## src/lpht_pkg.sv

```systemverilog
package lpht_pkg;

   localparam int TableSlotsDefault  = 1024;
   localparam int KeyBytesMaxDefault = 8;

   localparam logic [63:0] FnvBasis = 64'hCBF29CE484222325;
   localparam logic [63:0] FnvMult  = 64'h00000100000001B3;

   localparam logic [1:0] OP_GET    = 2'd0;
   localparam logic [1:0] OP_SET    = 2'd1;
   localparam logic [1:0] OP_DELETE = 2'd2;
   localparam logic [1:0] OP_NONE   = 2'd3;

   localparam logic [2:0] ST_HIT      = 3'd0;
   localparam logic [2:0] ST_MISS     = 3'd1;
   localparam logic [2:0] ST_INSERTED = 3'd2;
   localparam logic [2:0] ST_UPDATED  = 3'd3;
   localparam logic [2:0] ST_FULL     = 3'd4;
   localparam logic [2:0] ST_REMOVED  = 3'd5;
   localparam logic [2:0] ST_ABSENT   = 3'd6;

   typedef struct packed {
      logic [1:0]  opcode;
      logic [63:0] key_bytes;
      logic [3:0]  key_length;
      logic [63:0] new_value;
   } req_type;

   typedef struct packed {
      logic [2:0]  status;
      logic [63:0] read_value;
   } rsp_type;

   // controller to datapath
   typedef struct packed {
      logic load;       // capture request, start hash
      logic hash_step;  // half of one FNV byte round
      logic set_home;   // probe position from hash
      logic read;       // issue slot read at probe position
      logic advance;    // step probe position, count slot
      logic note_tomb;  // remember current position as first tombstone
      logic wr_value;   // write value at probe position
      logic wr_tomb;    // mark tombstone at probe position
      logic insert;     // write key/value at chosen free slot
   } cmd_type;

   // datapath to controller
   typedef struct packed {
      logic       clearing;
      logic       hash_done;
      logic       used;
      logic       tomb;
      logic       match;
      logic       all_seen;
      logic       have_tomb;
      logic [1:0] opcode;
   } sts_type;

endpackage

```

## src/lpht_control.sv

```systemverilog
module lpht_control (
   input  logic              clock,
   input  logic              reset,
   input  logic              start,
   output logic              busy,
   input  lpht_pkg::sts_type sts,
   input  logic [63:0]       value_in,
   output lpht_pkg::cmd_type cmd,
   output logic              rsp_valid,
   output lpht_pkg::rsp_type rsp
);
   import lpht_pkg::*;

   localparam logic [2:0] S_IDLE  = 3'd0;
   localparam logic [2:0] S_HASH  = 3'd1;
   localparam logic [2:0] S_READ  = 3'd2;
   localparam logic [2:0] S_CHECK = 3'd3;
   localparam logic [2:0] S_HOME  = 3'd4;

   logic [2:0] state_ff, state_in;
   logic       valid_ff, valid_in;
   rsp_type    rsp_ff, rsp_in;

   always_comb begin
      state_in = state_ff;
      valid_in = 1'b0;
      rsp_in = rsp_ff;
      cmd = '0;
      case (state_ff)
         S_IDLE: begin
            if (start && !busy) begin
               cmd.load = 1'b1;
               state_in = S_HASH;
            end
         end
         S_HASH: begin
            if (sts.opcode == OP_NONE) begin
               rsp_in = '{ST_MISS, 64'd0};
               valid_in = 1'b1;
               state_in = S_IDLE;
            end else if (sts.hash_done) begin
               state_in = S_HOME;
            end else begin
               cmd.hash_step = 1'b1;
            end
         end
         S_HOME: begin
            cmd.set_home = 1'b1;
            state_in = S_READ;
         end
         S_READ: begin
            if (sts.all_seen) begin
               valid_in = 1'b1;
               rsp_in.read_value = '0;
               if (sts.opcode == OP_SET) begin
                  if (sts.have_tomb) begin
                     cmd.insert = 1'b1;
                     rsp_in.status = ST_INSERTED;
                  end else rsp_in.status = ST_FULL;
               end else
                  rsp_in.status = (sts.opcode == OP_GET) ? ST_MISS : ST_ABSENT;
               state_in = S_IDLE;
            end else begin
               cmd.read = 1'b1;
               state_in = S_CHECK;
            end
         end
         S_CHECK: begin
            valid_in = 1'b1;
            rsp_in.read_value = '0;
            state_in = S_IDLE;
            if (!sts.used) begin
               if (sts.opcode == OP_SET) begin
                  cmd.insert = 1'b1;
                  rsp_in.status = ST_INSERTED;
               end else
                  rsp_in.status = (sts.opcode == OP_GET) ? ST_MISS : ST_ABSENT;
            end else if (!sts.tomb && sts.match) begin
               case (sts.opcode)
                  OP_GET: begin
                     rsp_in.status = ST_HIT;
                     rsp_in.read_value = value_in;
                  end
                  OP_SET: begin
                     cmd.wr_value = 1'b1;
                     rsp_in.status = ST_UPDATED;
                  end
                  default: begin
                     cmd.wr_tomb = 1'b1;
                     rsp_in.status = ST_REMOVED;
                  end
               endcase
            end else begin
               // skip: note tombstone, move on
               valid_in = 1'b0;
               cmd.note_tomb = sts.tomb;
               cmd.advance = 1'b1;
               state_in = S_READ;
            end
         end
         default: state_in = S_IDLE;
      endcase
   end

   always_ff @(posedge clock) begin
      if (reset) begin
         state_ff <= S_IDLE;
         valid_ff <= 1'b0;
      end else begin
         state_ff <= state_in;
         valid_ff <= valid_in;
      end
      rsp_ff <= rsp_in;
   end

   assign busy = (state_ff != S_IDLE) || valid_ff || sts.clearing;
   assign rsp_valid = valid_ff;
   assign rsp = rsp_ff;

   a_one_write: assert property (@(posedge clock) disable iff (reset)
      $countones({cmd.insert, cmd.wr_value, cmd.wr_tomb}) <= 1)
      else $error("more than one slot write");
   a_resp_ends: assert property (@(posedge clock) disable iff (reset)
      rsp_valid |-> state_ff == S_IDLE)
      else $error("response while walking");
   a_no_hit_value: assert property (@(posedge clock) disable iff (reset)
      rsp_valid && rsp.status != ST_HIT |-> rsp.read_value == 64'd0)
      else $error("value on non-hit");

endmodule

```

## config.mk

```make
export PLATFORM = sky130hd
export DESIGN_NAME = lpht_control
export DESIGN_NICKNAME = d
export VERILOG_FILES = /design/src/lpht_pkg.sv /design/src/lpht_control.sv
export SDC_FILE = /design/constraint.sdc
export NUM_CORES = 1
export LEC_CHECK = 0
export ABC_CLOCK_PERIOD_IN_PS = 3700
export BUFFER_PORTS_ARGS = -buffer_cell sky130_fd_sc_hd__buf_4
export CORE_MARGIN = 3
export CORE_UTILIZATION = 35
export CTS_BUF_LIST = sky130_fd_sc_hd__clkbuf_4 sky130_fd_sc_hd__clkbuf_8
export DETAILED_ROUTE_END_ITERATION = 10
export MAX_ROUTING_LAYER = met4
export PLACE_DENSITY = 0.67
export SKIP_CTS_REPAIR_TIMING = 1
export SLEW_MARGIN = 20
export SYNTH_ARGS = -nofsm -noshare
export SYNTH_HDL_FRONTEND = slang
export SYNTH_SLANG_ARGS = --single-unit
```

## constraint.sdc

```tcl
create_clock -name clock -period 3.7 [get_ports clock]
set_input_delay 0.555 -clock clock [delete_from_list [all_inputs] [get_ports clock]]
set_output_delay 0.555 -clock clock [all_outputs]
set_load 0.1 [all_outputs]
```

==> implementation parameters, run 1 <==
Parameter                              Value

Outcome
  Status    finished, final reports clean

Setup path
  Largest stage delay on the critical path    0.59 ns
  Critical Path Sink Type    output pin
  Number of buffers and inverters on the critical path    1
  Slowest cell on the critical path    sky130_fd_sc_hd__dfxtp_1
  Cell depth of the worst setup path    3
  Origin of the critical flop-to-flop path    state_ff[2]
  Worst reg2reg path endpoint    rsp[65]
  Critical path data arrival time    1.85 ns
  Delay-heaviest family, CP    flip-flops
  Critical path start-end classification    reg2out
  Last element of the critical path    cmd[4]
  Endpoint required time on the critical path    3.14 ns
  Worst Path Max Fanout    14
  Crit-path cells    nand4b_2, nor2_1, buf_4
  Crit. Startpoint    state_ff[0]
  Category of the worst setup path launch point    flip-flop
  Worst setup slack for register-to-register paths    1.92 ns
  Path depth of the worst reg2reg path    3

Yosys
  Multiplexer share of the synthesized area    0%
  Most area-consuming cells after synthesis    sky130_fd_sc_hd__edfxtp_1 (69%), sky130_fd_sc_hd__and2_2 (11%), sky130_fd_sc_hd__and2_1 (4.5%)
  XOR/XNOR share of the synthesized area    0%
  Main combinational cell family by area after synthesis    simple AND/OR/NAND/NOR gates
  Mapped Cells    197
  Number of storage elements in the synthesis netlist    71
  Dominant synthesized flop cell    sky130_fd_sc_hd__edfxtp_1
  Yosys warnings    0
  Synthesized-area fraction occupied by and/or/nand/nor cells    22.7%
  Unique masters post-synth    31
  Mapped cell area    2920 µm²
  Complex-gate fraction of the synthesized area    3.69%
  Share of the yosys chip area belonging to registers    71.7%
  Synth top area share    68.9%
  Mean post-synth cell area    14.8 µm²
  Post-synthesis net count    273
  Leading cell types by count after synthesis    sky130_fd_sc_hd__edfxtp_1 (67), sky130_fd_sc_hd__and2_2 (43), sky130_fd_sc_hd__and2_1 (21)
  Post-synthesis async set-or-reset flop share    0%
  Cell accounting for the most synthesized area    sky130_fd_sc_hd__edfxtp_1
  Adder-cell area share of the yosys netlist    0%
  Number of enable-type register cells in the synthesized netlist    67
  Most frequently used cell type in the post-synthesis netlist    sky130_fd_sc_hd__edfxtp_1

Finish
  Layout cells sized above 1    61.5%
  Register area    2090 µm²
  Nets@finish    432
  Multi-input gate area    783 µm²
  Relative area change from synthesis to final layout    51.2%
  Count of filler cells inserted in the layout    705
  Diode count    0

Routing
  Remaining design rule violation count    0
  First drt pass iteration count    4
  Average detailed-routed wire length per instance    14.8 µm
  Detail Route Antenna Nets    0
  Vias per cell    4.52
  Total Wirelength    6.87 mm
  Violation count after the first detailed-routing iteration    91
  Routed vias    2,091

Timing
  Peak clock frequency supported by timing    0.415 GHz
  Transition at the pin with the smallest max-transition slack    0.460 ns
  Number of pins with negative max-slew slack in the final report    0
  Post-layout minimum cycle time    2.41 ns
  Setup Total Neg Slack    0 ns
  Setup clock skew after layout    0.00946 ns
  Period utilization    65.1%
  RSZ-0062 raised after global routing    false
  Number of endpoints failing setup at the final stage    0
  Hold Vio Cnt, Final    0
  Final worst setup slack    1.29 ns
  Max-Slew Margin vs Limit    69.1%

Floorplan
  Row count    32
  Placeable core region    7930 µm²
  DIE HEIGHT    97.3 µm
  Number of ports placed on the die boundary    154
  Overall die area    9470 µm²
  Die Width    97.3 µm
  Starting density of the core    36.8%

Hold path
  Hold Path Origin    sts[7]
  Worst min-delay path class    in2reg
  Cells on Worst Hold Path    2

Power
  Clock network fraction of design power    35.8%
  Switching part of the total    26.8%
  Proportion of power drawn by combinational gates    15.8%
  Power spent charging and discharging nets    0.498 mW
  Internal portion of total power    1.36 mW
  Power Density    422 nW/µm²
  Leakage dissipation    1.78 nW
  Sequential Power Share    48.4%
  Max rail drop VDD    0.000167 V

Global routing
  Global-route congestion overflow total    0
  Maximum number of pins on one net before global-route repair    34
  Global-route wire length before repair    10.7 mm
  Number of global-route vias before repair    2,077
  Antenna violations before repair    0
  Global routing usage summed across all routing layers    14.7%

Clocking
  CTS Buffer Depth    2
  Clock-pin slew on the worst setup and hold paths    0.07 ns
  CTS H-Tree Depth    3
  Clock latency at the later pin of the worst-skew pair    0.33 ns
  TritonCTS buffer count    9
  CTS tree    done
  Root cell of the clock tree    sky130_fd_sc_hd__clkbuf_8
  CTS Sinks    71

Job
  Count of max-cap constraint violations    0

Placed design
  Port Buffer Count    153
  Dpl ws    1.56 ns
  Detailed-placement wirelength estimate    5.07 mm
  Weighted congestion reported at the end of routability-driven placement    0.817
==> stage by stage <==
stage	util [%]	area [µm²]	hold WS [ns]	total power, mW	cells
floorplan	-	2930	0.634	1.11	197
global placement	52.9	4200	0.700	1.21	447
detailed placement	52.9	4200	0.679	1.21	447
CTS	55.7	4410	0.454	1.88	463
global route	55.7	4410	0.473	1.94	463
finish	55.7	4410	0.481	1.86	463
==> kinds of logic after synthesis <==
kind of cell    after synthesis
buf+inv                      13
compound gates               17
simple gates                 96
flops                        71
==> placed cells by master (no fill, tap or decap), drive strengths merged, types with 2 or more instances in the layout <==
cell and count:
o21ai 3, nand2b 4, clkinv 3, dfxtp 4, a21o 2, nor4 2
clkbuf 10, edfxtp 67, or3b 2, a21oi 6, and2 64, inv 4
a211oi 2, nand2 3, nor3 5, nor2 7, and3 2, bufinv 2
buf 157
==> worst min path at each step <==
| stage | to |
|---|---|
| 3_3_place_gp | state_ff[0] |
| 5_1_grt | rsp[44] |
| 4_1_cts | state_ff[2] |
| 2_1_floorplan | state_ff[2] |
| 3_5_place_dp | state_ff[0] |
| 6_report | state_ff[2] |
==> power by group through the flow <==
stage | Sequential (mW) | Combinational, mW | Clock (mW)
after floorplan | 1.07 | 0.0434 | 0
after global placement | 0.919 | 0.295 | 0
after detailed placement | 0.920 | 0.294 | 0
after CTS | 0.901 | 0.295 | 0.688
after global routing | 0.904 | 0.305 | 0.733
final | 0.901 | 0.294 | 0.666
==> metal layers <==
| layer | routed length [µm] | global-route usage [%] |
|---|---|---|
| met4 | 82 | 5.11 |
| met2 | 3130 | 22.4 |
| met5 | 0 | - |
| met1 | 2970 | 18.0 |
| met3 | 689 | 5.67 |
==> sequential cells by signal, summed over array words and instances (netlist names) <==
signal,count
rsp,67
rsp_valid,1
state_ff,3
==> cell type report <==
class	count	share of cell area, %
Sequential cell	71	47.4
Timing Repair Buffer	157	26.7
Multi-Input combinational cell	113	17.7
Clock buffer	10	2.98
Tap cell	102	2.89
Clock inverter	6	1.93
Inverter	4	0.340
Power figures use the tool's default switching activity.
==> run 2, diff against run 1 <==
ABC_CLOCK_PERIOD_IN_PS = 2200   (was 3700)
clock period = 2.2 ns   (was 3.7 ns; I/O delays follow)
==> implementation parameters, run 2 (synthesis gave the netlist of run 1 again) <==
Parameter                              Value

Routing
  Violation count after the first detailed-routing iteration    70 (-23%)
  Average detailed-routed wire length per instance    14.7 µm (-1.3%)
  Routed vias    2,095 (+0.19%)
  First drt pass iteration count    4 (unchanged)
  Remaining design rule violation count    0 (unchanged)
  Vias per cell    4.53 (+0.41%)
  Total Wirelength    6.77 mm (-1.5%)
  Detail Route Antenna Nets    0 (unchanged)

Power
  Total design power    2.91 mW (+56%)
  Proportion of power drawn by combinational gates    17.1% (+1.3 points)
  Internal portion of total power    2.06 mW (+51%)
  Sequential Power Share    52.2% (+3.8 points)
  Power spent charging and discharging nets    0.843 mW (+69%)
  Clock network fraction of design power    30.7% (-5.1 points)
  Max rail drop VDD    0.000298 V (+78%)
  Power Density    660 nW/µm² (+57%)
  Switching part of the total    29.0% (+2.3 points)
  Leakage dissipation    1.76 nW (-0.95%)

Setup path
  Worst Path Max Fanout    13 (-1)
  Endpoint required time on the critical path    1.87 ns (-1.27 ns)
  Slowest cell on the critical path    sky130_fd_sc_hd__dfxtp_1
  Crit-path cells    nand2b_1, or3_1, inv_1, buf_6
  Critical path start-end classification    reg2out
  Critical path data arrival time    1.72 ns (-0.13 ns)
  Category of the worst setup path launch point    flip-flop
  Largest stage delay on the critical path    0.45 ns (-0.14 ns)
  Worst setup slack for register-to-register paths    0.42 ns (-1.50 ns)
  Number of buffers and inverters on the critical path    2 (+1)
  Delay-heaviest family, CP    simple AND/OR/NAND/NOR gates
  Critical Path Sink Type    output pin

Clocking
  CTS Sinks    71 (unchanged)
  CTS H-Tree Depth    3 (unchanged)
  CTS Buffer Depth    2 (unchanged)
  Clock-pin slew on the worst setup and hold paths    0.07 ns (about the same)
  TritonCTS buffer count    9 (unchanged)
  Clock latency at the later pin of the worst-skew pair    0.33 ns (about the same)
  Root cell of the clock tree    sky130_fd_sc_hd__clkbuf_8
  CTS tree    done

Global routing
  Number of global-route vias before repair    2,058 (-0.91%)
  Antenna violations before repair    0 (unchanged)
  Maximum number of pins on one net before global-route repair    65 (+91%)
  Global routing usage summed across all routing layers    14.3% (-0.40 points)
  Global-route congestion overflow total    0 (unchanged)
  Global-route wire length before repair    10.4 mm (-3.0%)

Floorplan
  Starting density of the core    36.8% (unchanged)
  Row count    32 (unchanged)
  Number of ports placed on the die boundary    154 (unchanged)
  DIE HEIGHT    97.3 µm (unchanged)
  Overall die area    9470 µm² (unchanged)
  Die Width    97.3 µm (unchanged)
  Placeable core region    7930 µm² (unchanged)

Timing
  RSZ-0062 raised after global routing    false
  Setup Total Neg Slack    0 ns (unchanged)
  Final hold slack    0.249 ns (-0.231 ns)
  Post-layout minimum cycle time    2.05 ns
  Max-Slew Margin vs Limit    67.5% (-1.6 points)
  Peak clock frequency supported by timing    0.488 GHz
  Number of pins with negative max-slew slack in the final report    0 (unchanged)
  Number of endpoints failing setup at the final stage    0 (unchanged)
  Transition at the pin with the smallest max-transition slack    0.483 ns (+0.0232 ns)
  Period utilization    93.1%
  Setup clock skew after layout    0.00575 ns (-0.00370 ns)
  Hold Vio Cnt, Final    0 (unchanged)

Finish
  Nets@finish    431 (-0.23%)
  Count of filler cells inserted in the layout    678 (-3.8%)
  Multi-input gate area    808 µm² (+3.2%)
  Largest register FFs    67 (unchanged)
  Relative area change from synthesis to final layout    50.8%
  Top library cells by usage in the layout, fill and taps aside    sky130_fd_sc_hd__buf_4 (154), sky130_fd_sc_hd__edfxtp_1 (67), sky130_fd_sc_hd__and2_2 (43)
  Most frequent standard cell in the layout excluding fill and tap cells    sky130_fd_sc_hd__buf_4
  Diode count    0 (unchanged)
  Register area    2090 µm² (+0.12%)
  Post-layout instance count excluding filler cells    462 (-0.22%)
  Final design utilization    55.5% (-0.14 points)
  Layout cells sized above 1    63.1% (+1.6 points)

Outcome
  Status    finished, final reports clean

Job
  Count of max-cap constraint violations    0 (unchanged)

Placed design
  Cell count after placement    446 (-0.22%)
  Detailed-placement wirelength estimate    4.91 mm (-3.2%)
  Port Buffer Count    153 (unchanged)
  Weighted congestion reported at the end of routability-driven placement    0.850 (+4.1%)

Hold path
  Worst min-delay path class    in2reg
run 2: path summary, 6_finish.rpt:
kind                from  cells after the start          end
max reg2reg  state_ff[2]                      3      rsp[64]
min reg2reg  state_ff[1]                      2    rsp_valid
max          state_ff[2]                      4       cmd[7]
min               sts[7]                      2  state_ff[2]
run 2: final cells by class:
type | instances | share of cell area, %
sequential | 71 | 47.6
timing repair buffer | 156 | 27.0
multi-input combinational | 113 | 18.4
clock buffer | 10 | 2.98
tap | 102 | 2.90
clock inverter | 6 | 0.853
inverter | 4 | 0.341
run 2: metrics by stage:
stage	instance area, µm²	setup slack, ns
2_1_floorplan	2960	-0.833
3_3_place_gp	4230	0.408
3_5_place_dp	4230	0.368
4_1_cts	4400	-0.0121
5_1_grt	4400	0.0313
6_report	4400	0.151
run 2: worst reg2reg max path, stage by stage (launching register included):
cell	delay (ns)
sky130_fd_sc_hd__dfxtp_1	0.61
sky130_fd_sc_hd__nand4b_2	0.30
sky130_fd_sc_hd__nor2_2	0.08
sky130_fd_sc_hd__nor3_1	0.42
run 2: power groups by stage:
stage	sequential [mW]	combinational [mW]	clock, mW
CTS	1.52	0.501	0.931
global placement	1.54	0.499	0
detailed placement	1.55	0.500	0
finish	1.52	0.498	0.892
global route	1.52	0.516	0.992
floorplan	1.79	0.0769	0
run 2: routing by layer:
| metal | share of wire (%) | GRT usage, % | routed length (µm) |
|---|---|---|---|
| met4 | 1.1 | 5.32 | 76 |
| met1 | 42 | 17.6 | 2870 |
| met3 | 9.3 | 5.17 | 627 |
| met2 | 47 | 21.7 | 3190 |
| met5 | 0 | - | 0 |
==> run 3, diff against run 2 <==
PLACE_DENSITY = 0.68   (was 0.67)
==> implementation parameters, run 3 (synthesis gave the netlist of run 1 again) <==
Parameter                              Value

Power
  Power Density    678 nW/µm² (+2.8%)
  Max rail drop VDD    0.000388 V (+30%)
  Leakage dissipation    1.79 nW (+1.6%)

Global routing
  Global-route wire length before repair    10.7 mm (+3.3%)
  Most Used Layer, Global Route    met2
  Met1 track demand over resource in global routing    18.0% (+0.42 points)
  Global-route congestion overflow total    0 (unchanged)
  Maximum number of pins on one net before global-route repair    65 (unchanged)
  Met2 global-route usage    23.8% (+2.1 points)
  Number of global-route vias before repair    2,106 (+2.3%)
  Global routing usage summed across all routing layers    14.9% (+0.56 points)
  Antenna violations before repair    0 (unchanged)
  Met3 GRT Util    4.24% (-0.93 points)

Timing
  Post-layout minimum cycle time    2.11 ns (+0.0565 ns)
  Setup Total Neg Slack    0 ns (unchanged)
  Peak clock frequency supported by timing    0.475 GHz (-2.7%)
  Hold Vio Cnt, Final    0 (unchanged)
  Transition at the pin with the smallest max-transition slack    0.442 ns (-0.0418 ns)
  Max-Slew Margin vs Limit    70.5% (+3.0 points)
  RSZ-0062 raised after global routing    false
  Period utilization    95.7% (+2.6 points)
  Setup clock skew after layout    0.00907 ns (+0.00331 ns)
  Number of endpoints failing setup at the final stage    0 (unchanged)
  Number of pins with negative max-slew slack in the final report    0 (unchanged)

Floorplan
  Die Width    97.3 µm (unchanged)
  Placeable core region    7930 µm² (unchanged)
  Row count    32 (unchanged)
  DIE HEIGHT    97.3 µm (unchanged)
  Starting density of the core    36.8% (unchanged)
  Number of ports placed on the die boundary    154 (unchanged)
  Overall die area    9470 µm² (unchanged)

Setup path
  Category of the worst setup path launch point    flip-flop
  Largest stage delay on the critical path    0.44 ns (about the same)
  Critical Path Sink Type    output pin
  Worst setup slack for register-to-register paths    0.50 ns (+0.08 ns)
  Worst Path Max Fanout    13 (unchanged)
  Critical path start-end classification    reg2out
  Slowest cell on the critical path    sky130_fd_sc_hd__dfxtp_1
  Critical path data arrival time    1.78 ns (+0.06 ns)
  Crit-path cells    nand4b_2, nor3_1, buf_4
  Number of buffers and inverters on the critical path    1 (-1)
  Endpoint required time on the critical path    1.87 ns (about the same)
  Delay-heaviest family, CP    simple AND/OR/NAND/NOR gates

Clocking
  TritonCTS buffer count    9 (unchanged)
  CTS H-Tree Depth    3 (unchanged)
  CTS Sinks    71 (unchanged)
  CTS Buffer Depth    2 (unchanged)
  CTS tree    done
  Root cell of the clock tree    sky130_fd_sc_hd__clkbuf_8
  Clock latency at the later pin of the worst-skew pair    0.34 ns (about the same)
  Clock-pin slew on the worst setup and hold paths    0.07 ns (about the same)

Finish
  Most frequent standard cell in the layout excluding fill and tap cells    sky130_fd_sc_hd__buf_4
  Count of filler cells inserted in the layout    686 (+1.2%)
  Diode count    0 (unchanged)
  Largest register FFs    67 (unchanged)
  Relative area change from synthesis to final layout    52.6%
  Nets@finish    432 (+0.23%)
  Layout cells sized above 1    62.9% (-0.17 points)
  Top library cells by usage in the layout, fill and taps aside    sky130_fd_sc_hd__buf_4 (154), sky130_fd_sc_hd__edfxtp_1 (67), sky130_fd_sc_hd__and2_2 (43)
  Post-layout instance count excluding filler cells    463 (+0.22%)

Routing
  First drt pass iteration count    4 (unchanged)
  Total Wirelength    6.73 mm (-0.64%)
  Vias per cell    4.46 (-1.7%)
  Detail Route Antenna Nets    0 (unchanged)
  Remaining design rule violation count    0 (unchanged)
  Routed vias    2,063 (-1.5%)
  Average detailed-routed wire length per instance    14.5 µm (-0.85%)
  Violation count after the first detailed-routing iteration    62 (-11%)

Outcome
  Status    finished, final reports clean

Placed design
  Port Buffer Count    153 (unchanged)
  Weighted congestion reported at the end of routability-driven placement    0.786 (-7.5%)
  Detailed-placement wirelength estimate    5.09 mm (+3.6%)
  Cell count after placement    447 (+0.22%)

Hold path
  Worst min-delay path class    in2reg

Job
  Count of max-cap constraint violations    0 (unchanged)
## run 3: changes by cell type in the layout (fill, tap and decap cells not counted)
| cell | before | now |
|---|---|---|
| sky130_fd_sc_hd__buf_12 | 1 | 3 |
| sky130_fd_sc_hd__clkinvlp_4 | 3 | 1 |
| sky130_fd_sc_hd__buf_6 | 1 | 0 |
| sky130_fd_sc_hd__bufinv_16 | 0 | 1 |
| sky130_fd_sc_hd__clkinv_4 | 0 | 1 |
| sky130_fd_sc_hd__dfxtp_1 | 2 | 3 |
| sky130_fd_sc_hd__dfxtp_2 | 2 | 1 |
## run 3: worst register-to-register path, cell delays in order (launching register included)
cell                       delay (ns)
sky130_fd_sc_hd__dfxtp_1         0.60
sky130_fd_sc_hd__nand4b_2        0.30
sky130_fd_sc_hd__nor2_2          0.08
sky130_fd_sc_hd__nor3_1          0.38
## run 3: per-stage QoR
step | setup slack [ns] | instance area [µm²] | util, % | power (mW) | hold WS [ns]
2_1_floorplan | -0.833 | 2960 | - | 1.87 | 0.476
3_3_place_gp | 0.462 | 4260 | 53.7 | 2.05 | 0.568
3_5_place_dp | 0.432 | 4260 | 53.7 | 2.05 | 0.574
4_1_cts | 0.0673 | 4450 | 56.2 | 3.06 | 0.216
5_1_grt | 0.00431 | 4450 | 56.2 | 3.15 | 0.220
6_report | 0.0949 | 4450 | 56.2 | 3.02 | 0.232
## run 3: cell type report
type | count | area, µm² | area share [%]
clock inverters | 6 | 61.3 | 1.38
flip-flops and latches | 71 | 2090 | 47.0
clock buffers | 10 | 131 | 2.95
multi-input cells | 113 | 808 | 18.2
inverters | 4 | 15.0 | 0.337
well taps | 102 | 128 | 2.87
repair buffers | 157 | 1220 | 27.3
## run 3: path summary, 6_finish.rpt
kind                    start           to  cells after the start
setup reg to reg  state_ff[2]      rsp[64]                      3
hold reg to reg   state_ff[1]    rsp_valid                      2
hold / removal         sts[7]  state_ff[2]                      2
setup / recovery  state_ff[2]       cmd[2]                      3
## run 3: power breakdown
part           internal (mW)  switching (mW)
sequential              1.50          0.0143
clock                  0.532           0.470
combinational          0.152           0.354
total                   2.18           0.838
## run 3: layer usage
layer / part of all wire, % / routed length [µm]
met1: 42 / 2830
met2: 49 / 3330
met3: 7.1 / 479
met4: 1.4 / 94
met5: 0 / 0
